`src/design/vn_isqrt.sv`:
```
// ----------------------------------------------------------------------------
// vn_isqrt
// Pipelined floor square root, one root bit per stage (W stages), with a
// side payload that travels alongside each item.
// ----------------------------------------------------------------------------
module vn_isqrt #(
  parameter int W  = 16,
  parameter int PW = 51
) (
  input  logic            clk_i,
  input  logic            en_i,
  input  logic [2*W-1:0]  sum_i,
  input  logic [PW-1:0]   pay_i,
  output logic [W-1:0]    root_o,
  output logic [PW-1:0]   pay_o
);

  logic [W+1:0]   rem_q  [W];
  logic [W-1:0]   root_q [W];
  logic [2*W-1:0] rest_q [W];
  logic [PW-1:0]  pay_q  [W];

  for (genvar j = 0; j < W; j++) begin : g_stage
    logic [W+1:0]   rem_p;
    logic [W-1:0]   root_p;
    logic [2*W-1:0] rest_p;
    logic [PW-1:0]  pay_p;
    logic [W+3:0]   cur;
    logic [W+3:0]   trial;
    logic           ge;

    // previous stage, or the fresh operand at the first stage
    if (j == 0) begin : g_first
      assign rem_p  = '0;
      assign root_p = '0;
      assign rest_p = sum_i;
      assign pay_p  = pay_i;
    end else begin : g_next
      assign rem_p  = rem_q[j-1];
      assign root_p = root_q[j-1];
      assign rest_p = rest_q[j-1];
      assign pay_p  = pay_q[j-1];
    end

    // bring down two radicand bits, try root*4+1
    always_comb begin
      cur   = {rem_p, rest_p[2*W-1:2*W-2]};
      trial = (W+4)'({root_p, 2'b01});
      ge    = (cur >= trial);
    end

    always_ff @(posedge clk_i) begin
      if (en_i) begin
        rem_q[j]  <= ge ? (W+2)'(cur - trial) : cur[W+1:0];
        root_q[j] <= {root_p[W-2:0], ge};
        rest_q[j] <= {rest_p[2*W-3:0], 2'b00};
        pay_q[j]  <= pay_p;
      end
    end
  end

  assign root_o = root_q[W-1];
  assign pay_o  = pay_q[W-1];

endmodule

```
`config.mk`:
```
export PLATFORM = sky130hd
export DESIGN_NAME = vn_isqrt
export DESIGN_NICKNAME = d
export VERILOG_FILES = /design/src/design/vn_isqrt.sv
export SDC_FILE = /design/constraint.sdc
export NUM_CORES = 1
export LEC_CHECK = 0
export ABC_AREA = 1
export BUFFER_PORTS_ARGS = -buffer_cell sky130_fd_sc_hd__buf_2
export CORE_ASPECT_RATIO = 2
export CORE_MARGIN = 3
export CORE_UTILIZATION = 45
export DETAILED_ROUTE_END_ITERATION = 8
export GPL_ROUTABILITY_DRIVEN = 0
export SLEW_MARGIN = 20
export SYNTH_ARGS = -nofsm -noshare
export SYNTH_HDL_FRONTEND = slang
export SYNTH_SLANG_ARGS = --single-unit
```
`constraint.sdc`:
```
create_clock -name clk_i -period 2.2 [get_ports clk_i]
set_input_delay 0.11 -clock clk_i [delete_from_list [all_inputs] [get_ports clk_i]]
set_output_delay 0.11 -clock clk_i [all_outputs]
set_load 0.02 [all_outputs]
```
==> results of run 1 <==
## cell families after synthesis
group                      count (synthesis)
AOI/OAI and AO/OA                        350
xor gates and xnor gates                 101
adders and majority gates                153
other                                      1
and+or+nand+nor                         1515
buffers and inverters                    521
DFF                                     1442
## final cells by class
cell class              count  area [um2]
flip-flops and latches   1442       43300
multi-input cells        2121       12540
clock inverters            83        1055
diodes                      1       2.502
inverters                 496        1888
well taps                1665        2083
fillers                 10040       55810
repair buffers            581        4771
clock buffers             143        3344
## worst reg2reg max path: stages (launching register included)
cell	delay (ns)
sky130_fd_sc_hd__edfxtp_1	0.44
sky130_fd_sc_hd__ha_4	0.32
sky130_fd_sc_hd__nand2_1	0.15
sky130_fd_sc_hd__o21ai_0	0.66
sky130_fd_sc_hd__a21oi_1	0.08
sky130_fd_sc_hd__o211ai_1	0.16
sky130_fd_sc_hd__buf_4	0.16
sky130_fd_sc_hd__nand2_1	0.04
sky130_fd_sc_hd__nand2_1	0.06
## cells in the final DEF, fill, tap and decap left out, types with 5 or more instances in the layout
cell / Yosys / routed
sky130_fd_sc_hd__edfxtp_1: 1442 / 1442
sky130_fd_sc_hd__nand2_1: 862 / 821
sky130_fd_sc_hd__inv_1: 482 / 474
sky130_fd_sc_hd__buf_4: 4 / 297
sky130_fd_sc_hd__nor2_1: 261 / 233
sky130_fd_sc_hd__nand3_1: 189 / 177
sky130_fd_sc_hd__buf_2: 5 / 150
sky130_fd_sc_hd__clkbuf_16: 0 / 134
sky130_fd_sc_hd__ha_1: 153 / 108
sky130_fd_sc_hd__a21oi_1: 138 / 105
sky130_fd_sc_hd__o21ai_0: 100 / 94
sky130_fd_sc_hd__dlygate4sd3_1: 0 / 87
sky130_fd_sc_hd__nand2_2: 38 / 71
sky130_fd_sc_hd__a21oi_2: 33 / 58
sky130_fd_sc_hd__xnor2_1: 51 / 51
sky130_fd_sc_hd__xor2_1: 50 / 50
sky130_fd_sc_hd__nand4_1: 49 / 49
sky130_fd_sc_hd__o21ai_2: 44 / 44
sky130_fd_sc_hd__buf_12: 1 / 41
sky130_fd_sc_hd__ha_4: 0 / 36
sky130_fd_sc_hd__nor3_1: 37 / 34
sky130_fd_sc_hd__nand3b_1: 32 / 32
sky130_fd_sc_hd__nor2_2: 12 / 30
sky130_fd_sc_hd__clkinv_2: 0 / 22
sky130_fd_sc_hd__bufinv_16: 0 / 21
sky130_fd_sc_hd__clkinv_1: 1 / 21
sky130_fd_sc_hd__inv_2: 11 / 17
sky130_fd_sc_hd__nor2_4: 4 / 15
sky130_fd_sc_hd__o21ai_1: 12 / 15
sky130_fd_sc_hd__nand3_2: 6 / 15
sky130_fd_sc_hd__nand2_4: 4 / 12
sky130_fd_sc_hd__clkbuf_1: 1 / 11
sky130_fd_sc_hd__a21oi_4: 2 / 10
sky130_fd_sc_hd__ha_2: 0 / 9
sky130_fd_sc_hd__o21bai_1: 6 / 6
sky130_fd_sc_hd__nor4_1: 6 / 6
sky130_fd_sc_hd__clkinv_4: 0 / 6
sky130_fd_sc_hd__o21a_1: 5 / 5
sky130_fd_sc_hd__clkinv_8: 0 / 5
sky130_fd_sc_hd__clkinvlp_4: 0 / 5
## registers in the layout, indices dropped and copies added (netlist names)
name    cells
pay_q     816
rem_q     250
rest_q    240
root_q    136
## metal layers
layer	part of all wire	GRT usage	routed length (um)
met1	0.29	0.1353	33620
met2	0.57	0.3466	65350
met3	0.034	0.03110	3903
met4	0.10	0.1572	11450
met5	0	0	0
## power breakdown
group          internal, mW  total [mW]  switching (mW)
registers              32.7        33.7           0.940
logic                  3.14        7.85            4.71
clock network          13.5        23.3            9.80
## stage by stage
stage               power, mW  instances  utilization  area, um2
global route            67.66       6532       0.5528      68980
CTS                     65.06       6490       0.5418      67610
detailed placement      41.24       6168       0.4979      62140
global placement        41.02       6168       0.4979      62140
finish                  64.84       6532       0.5528      68980
floorplan               37.93       4083            -      56860
## how the worst max path moves through the flow
stage                    endpoint  depth (start not counted)  slack (ns)     startpoint
floorplan            rem_q[0][18]                          8        0.27    rem_q[0][0]
global placement    rem_q[1][111]                         10       -0.18   rem_q[1][91]
detailed placement  rem_q[1][111]                          8       -0.22  rem_q[1][103]
CTS                 rem_q[1][104]                         11       0.001   rem_q[1][81]
global route         rem_q[1][94]                         12       -0.09   rem_q[1][83]
finish              rem_q[0][125]                          8       0.005   rem_q[0][95]
## repair_timing
action	CTS	global route
endpoints found under the hold margin	201	0
resized for setup	26	213
hold buffers	87	0
setup buffers	8	38
pin swaps	6	40
cloned	1	3
setup endpoints to repair	99	213
## Yosys cell counts (all sizes together)
| cell | n | area (um2) |
|---|---|---|
| edfxtp | 1442 | 43300 |
| a31oi | 1 | 6.260 |
| a21boi | 1 | 7.510 |
| nand3 | 196 | 1023 |
| o21a | 5 | 37.54 |
| conb | 1 | 3.750 |
| xnor2 | 51 | 446.7 |
| a21oi | 173 | 1012 |
| clkinv | 1 | 3.750 |
| ha | 153 | 1914 |
| inv | 495 | 1863 |
| nor4 | 7 | 58.81 |
| o21ai | 156 | 945.9 |
| nand3b | 32 | 240.2 |
| clkbuf | 1 | 3.750 |
| o22ai | 1 | 6.260 |
| nor2 | 278 | 1120 |
| nor3 | 39 | 205.2 |
| or2 | 4 | 25.03 |
| a21o | 3 | 22.52 |
| and2 | 4 | 25.02 |
| o211ai | 4 | 30.03 |
| and3 | 1 | 6.260 |
| nand4 | 50 | 319.1 |
| xor2 | 50 | 437.9 |
| o21bai | 6 | 45.04 |
| buf | 24 | 232.7 |
| nand2 | 904 | 3518 |
==> metrics.md, run 1 <==
| Metric | Value |
|---|---|
| Outcome | `completed` |
| WP data arrival | `2.80 ns` |
| Vias per std cell | `4.962` |
| Post-synth cell types | `48` |
| Reg clk slew, reported paths | `0.07 ns` |
| CP most frequent cell | `sky130_fd_sc_hd__nand2_1` |
| Placeable core region | `0.1248 mm2` |
| Final nets | `5010` |
| Critical Path Sink Type | `register` |
| Critical R2R Launch | `rem_q[0][95]` |
| Adder and majority cell fraction of the synthesized area | `0.03367` |
| Total setup violations reported at the end of the flow | `0` |
| Y dimension of the die | `508.7 um` |
| Half-perimeter wire length after placement | `80.29 mm` |
| Min-Delay Endpoint | `rest_q[0][10]` |
| Critical Path Start Type | `register` |
| Maximum number of pins on one net before global-route repair | `90` |
| Max-slew headroom | `0.4831` |
| Worst slew pin tran | `0.7672 ns` |
| Synthesized area | `0.05686 mm2` |
| Static leakage | `26.94 nW` |
| Power Density | `939.9 mW/mm2` |
| CTS H-tree depth | `4` |
| Number of max-cap violations | `0` |
| Total overflow reported by the global router | `0` |
| Pre-CTS setup slack | `-0.2214 ns` |
| GRT Util Overall | `0.1731` |
| Worst-case hold slack | `0.07360 ns` |
| Final period util | `0.9978` |
| Largest fanout on the critical path | `4` |
| Basic-gate share of the synthesized area counting and, or, nand and nor cells | `0.1150` |
| Port Buffers | `151` |
| Final worst slack | `0.004832 ns` |
| List of cells traversed by the critical path | `ha_4 > nand2_1 > o21ai_0 > a21oi_1 > o211ai_1 > buf_4 > nand2_1 > nand2_1` |
| Post-Route WL | `114.3 mm` |
| I/O pin total | `152` |
| Area overhead of the layout relative to synthesis | `21.32%` |
| Combinational family with the most area after synthesis | `simple AND/OR/NAND/NOR gates` |
| Synthesized netlist cell count | `4083` |
| Share of cells above drive strength 1 | `0.2119` |
| Number of flip-flops and latches in the synthesized netlist | `1442` |
| Synthesized netlist net count | `4321` |
| Die W | `257.4 um` |
| Maximum vdd ir drop | `826.8 uV` |
| Type of the tightest min-delay check | `input pin to register` |
| Wire length of the first global-routing pass | `173.1 mm` |
| Fmax | `455.5 MHz` |
| Cell chosen for the clock root | `sky130_fd_sc_hd__clkbuf_16` |
| Compound-cell area share of the yosys netlist | `0.03716` |
| Critical path's slowest cell | `sky130_fd_sc_hd__o21ai_0` |
| Worst Clk Skew | `0.02250 ns` |
| Depth of the worst register-to-register path | `8` |
| Multiplexer share of the synthesized area | `0` |
| Vias in the first global route | `33870` |
| Number of DRC violations after detailed-routing iteration 0 | `1883` |
| Launch point of the worst hold path | `sum_i[10]` |
| Number of stages on the worst hold path | `2` |
| Count of unresolved DRC violations after routing | `0` |
| Row cnt | `183` |
| Starting density of the core | `0.4557` |
| Number of buffers and inverters on the critical path | `1` |
| Start-to-end type of the worst setup path | `register to register` |
| Clock buffer count from CTS | `130` |
| Proportion of synthesized chip area in sequential cells | `0.7615` |
| Setup TNS after final layout | `0 ns` |
| Clock net sink count | `1442` |
| YS warnings | `0` |
| Capture point of the worst reg-to-reg path | `rem_q[0][125]` |
| Overall via count from detail_route | `32410` |
| Post-synthesis share of cell area spent on xor and xnor gates | `0.01556` |
| Largest stage delay on the critical path | `0.66 ns` |
| Reg2reg setup slack | `0.005 ns` |
| Area enclosed by the die boundary | `0.1309 mm2` |
| TritonCTS clock tree | `built` |
| Initial antenna violation count | `1` |
| 1st-pass router iterations | `9` |
| Final Max Tran Viols | `0` |
| Final min period | `2.195 ns` |
| Hold violation total from the final report | `0` |
| Wirelength per Cell | `17.50 um` |
| Number of buffers on the longest clock path | `3` |
| Kind of cell with the highest combined delay on the critical path | `compound AO/OA/AOI/OAI gates` |
| Required @ worst endpoint | `2.81 ns` |
| RSZ-0062 raised after global routing | `true` |
| Synthesized area per cell | `13.93 um2` |
| Insertion delay of the later-clocked pin in the worst-skew pair | `0.75 ns` |
| Post-DRT Antenna Nets | `0` |
(Power assumes the default switching activity.)
==> inputs of run 2 (changes only) <==
CELL_PAD_IN_SITES_DETAIL_PLACEMENT = 0   (was unset)
CELL_PAD_IN_SITES_GLOBAL_PLACEMENT = 2   (was unset)
PLACE_DENSITY_LB_ADDON = 0.1   (was unset)
==> metrics.md, run 2 (synthesis results as in run 1) <==
| Metric | Value |
|---|---|
| Outcome | `completed` |
| Die W | `257.4 um (unchanged)` |
| Multi-input gate area | `0.01305 mm2 (+4.1%)` |
| Post-Route WL | `125.5 mm (+9.8%)` |
| Total overflow reported by the global router | `0 (unchanged)` |
| Worst Clk Skew | `0.04605 ns (+0.02355 ns)` |
| Number of flip-flops in the largest register | `816 (unchanged)` |
| Half-perimeter wire length after placement | `93.26 mm (+16%)` |
| Insertion delay of the later-clocked pin in the worst-skew pair | `0.75 ns (about the same)` |
| Final Max Tran Viols | `0 (unchanged)` |
| Reg clk slew, reported paths | `0.07 ns (about the same)` |
| Critical R2R Launch | `rem_q[1][27]` |
| Total area of sequential cells | `0.04330 mm2 (unchanged)` |
| Cell-internal power | `49.00 mW (-0.79%)` |
| Largest fanout on the critical path | `13 (+9)` |
| I/O pin total | `152 (unchanged)` |
| Number of max-cap violations | `0 (unchanged)` |
| RSZ-0062 raised after global routing | `true` |
| Register with the most flip-flops | `pay_q` |
| TritonCTS clock tree | `built` |
| GRT Util Overall | `0.1920 (+0.01889)` |
| Final-layout fill cell count | `10110 (+0.66%)` |
| Most common cell after layout, fill and taps aside | `sky130_fd_sc_hd__edfxtp_1` |
| Max-slew headroom | `0.6266 (+0.1435)` |
| Wire length of the first global-routing pass | `187.3 mm (+8.2%)` |
| Placeable core region | `0.1248 mm2 (unchanged)` |
| Number of buffers on the longest clock path | `3 (unchanged)` |
| Maximum vdd ir drop | `739.4 uV (-11%)` |
| Post-DRT Antenna Nets | `0 (unchanged)` |
| Number of DRC violations after detailed-routing iteration 0 | `1488 (-21%)` |
| Power Density | `907.8 mW/mm2 (-3.4%)` |
| Sequential group share of total power | `0.518 (about the same)` |
| Critical Path Start Type | `register` |
| Worst-case hold slack | `0.07189 ns (-0.001708 ns)` |
| Starting density of the core | `0.4557 (unchanged)` |
| Initial antenna violation count | `1 (unchanged)` |
| Largest stage delay on the critical path | `0.41 ns (-0.25 ns)` |
| Worst slew pin tran | `0.5542 ns (-0.2130 ns)` |
| Port Buffers | `151 (unchanged)` |
| Combinational share of power | `0.138 (+0.017)` |
| WP data arrival | `2.63 ns (-0.17 ns)` |
| Worst setup path endpoint | `rem_q[1][38]` |
| Required @ worst endpoint | `2.65 ns (-0.16 ns)` |
| Critical path's slowest cell | `sky130_fd_sc_hd__edfxtp_1` |
| Reg2reg setup slack | `0.02 ns (+0.02 ns)` |
| Final nets | `5283 (+5.4%)` |
| Overall via count from detail_route | `32670 (+0.80%)` |
| Count of unresolved DRC violations after routing | `0 (unchanged)` |
| Cell chosen for the clock root | `sky130_fd_sc_hd__clkbuf_16` |
| Final min period | `2.175 ns (-0.02008 ns)` |
| Area enclosed by the die boundary | `0.1309 mm2 (unchanged)` |
| Start-to-end type of the worst setup path | `register to register` |
| Total setup violations reported at the end of the flow | `0 (unchanged)` |
| Switching power summed over all nets | `15.96 mW (+3.3%)` |
| List of cells traversed by the critical path | `ha_1 > a21oi_2 > o21a_1 > nand3_2 > nor2_4 > buf_6 > o21ai_0` |
| Area overhead of the layout relative to synthesis | `25.85%` |
| Clock buffer count from CTS | `121 (-6.9%)` |
| Vias in the first global route | `34310 (+1.3%)` |
| Top flop regs | `pay_q: 816 flops, rem_q: 250 flops, rest_q: 240 flops` |
| Depth of the worst register-to-register path | `7 (-1)` |
| Most frequent cells in the layout | `sky130_fd_sc_hd__edfxtp_1 (1442), sky130_fd_sc_hd__nand2_1 (791), sky130_fd_sc_hd__buf_4 (546)` |
| Fmax | `459.8 MHz (+0.92%)` |
| Capture point of the worst reg-to-reg path | `rem_q[1][38]` |
| Startpoint of the worst setup timing path | `rem_q[1][27]` |
| Row cnt | `183 (unchanged)` |
| Number of stages on the worst hold path | `2 (unchanged)` |
| Final period util | `0.9887 (-0.009126)` |
| Hold violation total from the final report | `0 (unchanged)` |
| Post-route design area | `0.07156 mm2 (+3.7%)` |
| Type of the tightest min-delay check | `input pin to register` |
| CTS H-tree depth | `3 (-1)` |
| Static leakage | `28.31 nW (+5.1%)` |
| Wirelength per Cell | `18.41 um (+5.2%)` |
| Clock net sink count | `1442 (unchanged)` |
| Instance area after placement | `0.06384 mm2 (+2.7%)` |
| Vias per std cell | `4.792 (-3.4%)` |
| Share of power burned in the clock network | `0.344 (-0.016)` |
| Critical Path Sink Type | `register` |
| Maximum number of pins on one net before global-route repair | `86 (-4.4%)` |
| Y dimension of the die | `508.7 um (unchanged)` |
| 1st-pass router iterations | `5 (-4)` |
| Switching portion of total power | `0.2457 (+0.007452)` |
| Share of cells above drive strength 1 | `0.2650 (+0.05312)` |
==> run 2: how the worst min path moves through the flow <==
stage,from,endpoint,slack [ns]
floorplan,pay_i[0],pay_q[0][0],0.21
global placement,pay_i[15],pay_q[0][15],0.29
detailed placement,sum_i[12],rest_q[0][12],0.29
CTS,pay_i[5],pay_q[0][5],0.001
global route,pay_i[36],pay_q[0][36],0.04
finish,pay_i[20],pay_q[0][20],0.07
==> run 2: what timing repair did <==
action / 4_1_cts / 5_1_grt
buffers inserted: 51 / 40
cloned: 6 / 2
hold endpoints to repair: 261 / 0
pin swaps: 37 / 67
endpoints found under the setup margin: 180 / 168
hold buffers: 100 / 0
resized for setup: 150 / 200
==> run 2: through the flow <==
stage / setup WS, ns / std cells / utilization / total power [mW] / setup TNS, ns
6_report: 0.02491 / 6817 / 0.5735 / 64.96 / 0
4_1_cts: -0.01041 / 6783 / 0.5644 / 65.37 / -0.01690
3_5_place_dp: -0.4426 / 6398 / 0.5116 / 42.21 / -23.10
2_1_floorplan: 0.2707 / 4083 / - / 37.93 / 0
5_1_grt: -0.05758 / 6817 / 0.5735 / 67.86 / -0.4775
3_3_place_gp: -0.4596 / 6398 / 0.5116 / 42.10 / -20.99
==> run 2: worst max-delay path, delay by kind of cell (launching register included) <==
family | cells | cell delay, ns
simple gates | 2 | 0.37
flops | 1 | 0.41
compound gates | 3 | 0.57
fa+ha+maj | 1 | 0.39
buf+inv | 1 | 0.17
==> run 2: final cells by class <==
| type | instances | area share |
|---|---|---|
| repair buffers | 862 | 0.09784 |
| inverters | 496 | 0.02635 |
| multi-input cells | 2122 | 0.1824 |
| well taps | 1665 | 0.02911 |
| diodes | 1 | 0.00003497 |
| clock inverters | 91 | 0.01598 |
| clock buffers | 138 | 0.04320 |
| flip-flops and latches | 1442 | 0.6051 |
==> run 2: power by group through the flow <==
| stage | logic [mW] | clock network [mW] | registers [mW] |
|---|---|---|---|
| floorplan | 3.99 | 0 | 33.9 |
| global placement | 7.94 | 0 | 34.2 |
| detailed placement | 7.99 | 0 | 34.2 |
| CTS | 8.58 | 23.1 | 33.7 |
| global route | 9.86 | 24.2 | 33.8 |
| finish | 8.97 | 22.3 | 33.7 |
==> run 2: routing by layer <==
layer	up-vias	track usage	routed length, um
met5	-	0	0
met3	412	0.02344	3195
li1	16200	-	-
met1	15460	0.1465	34670
met4	0	0.1592	12060
met2	599	0.4037	75600
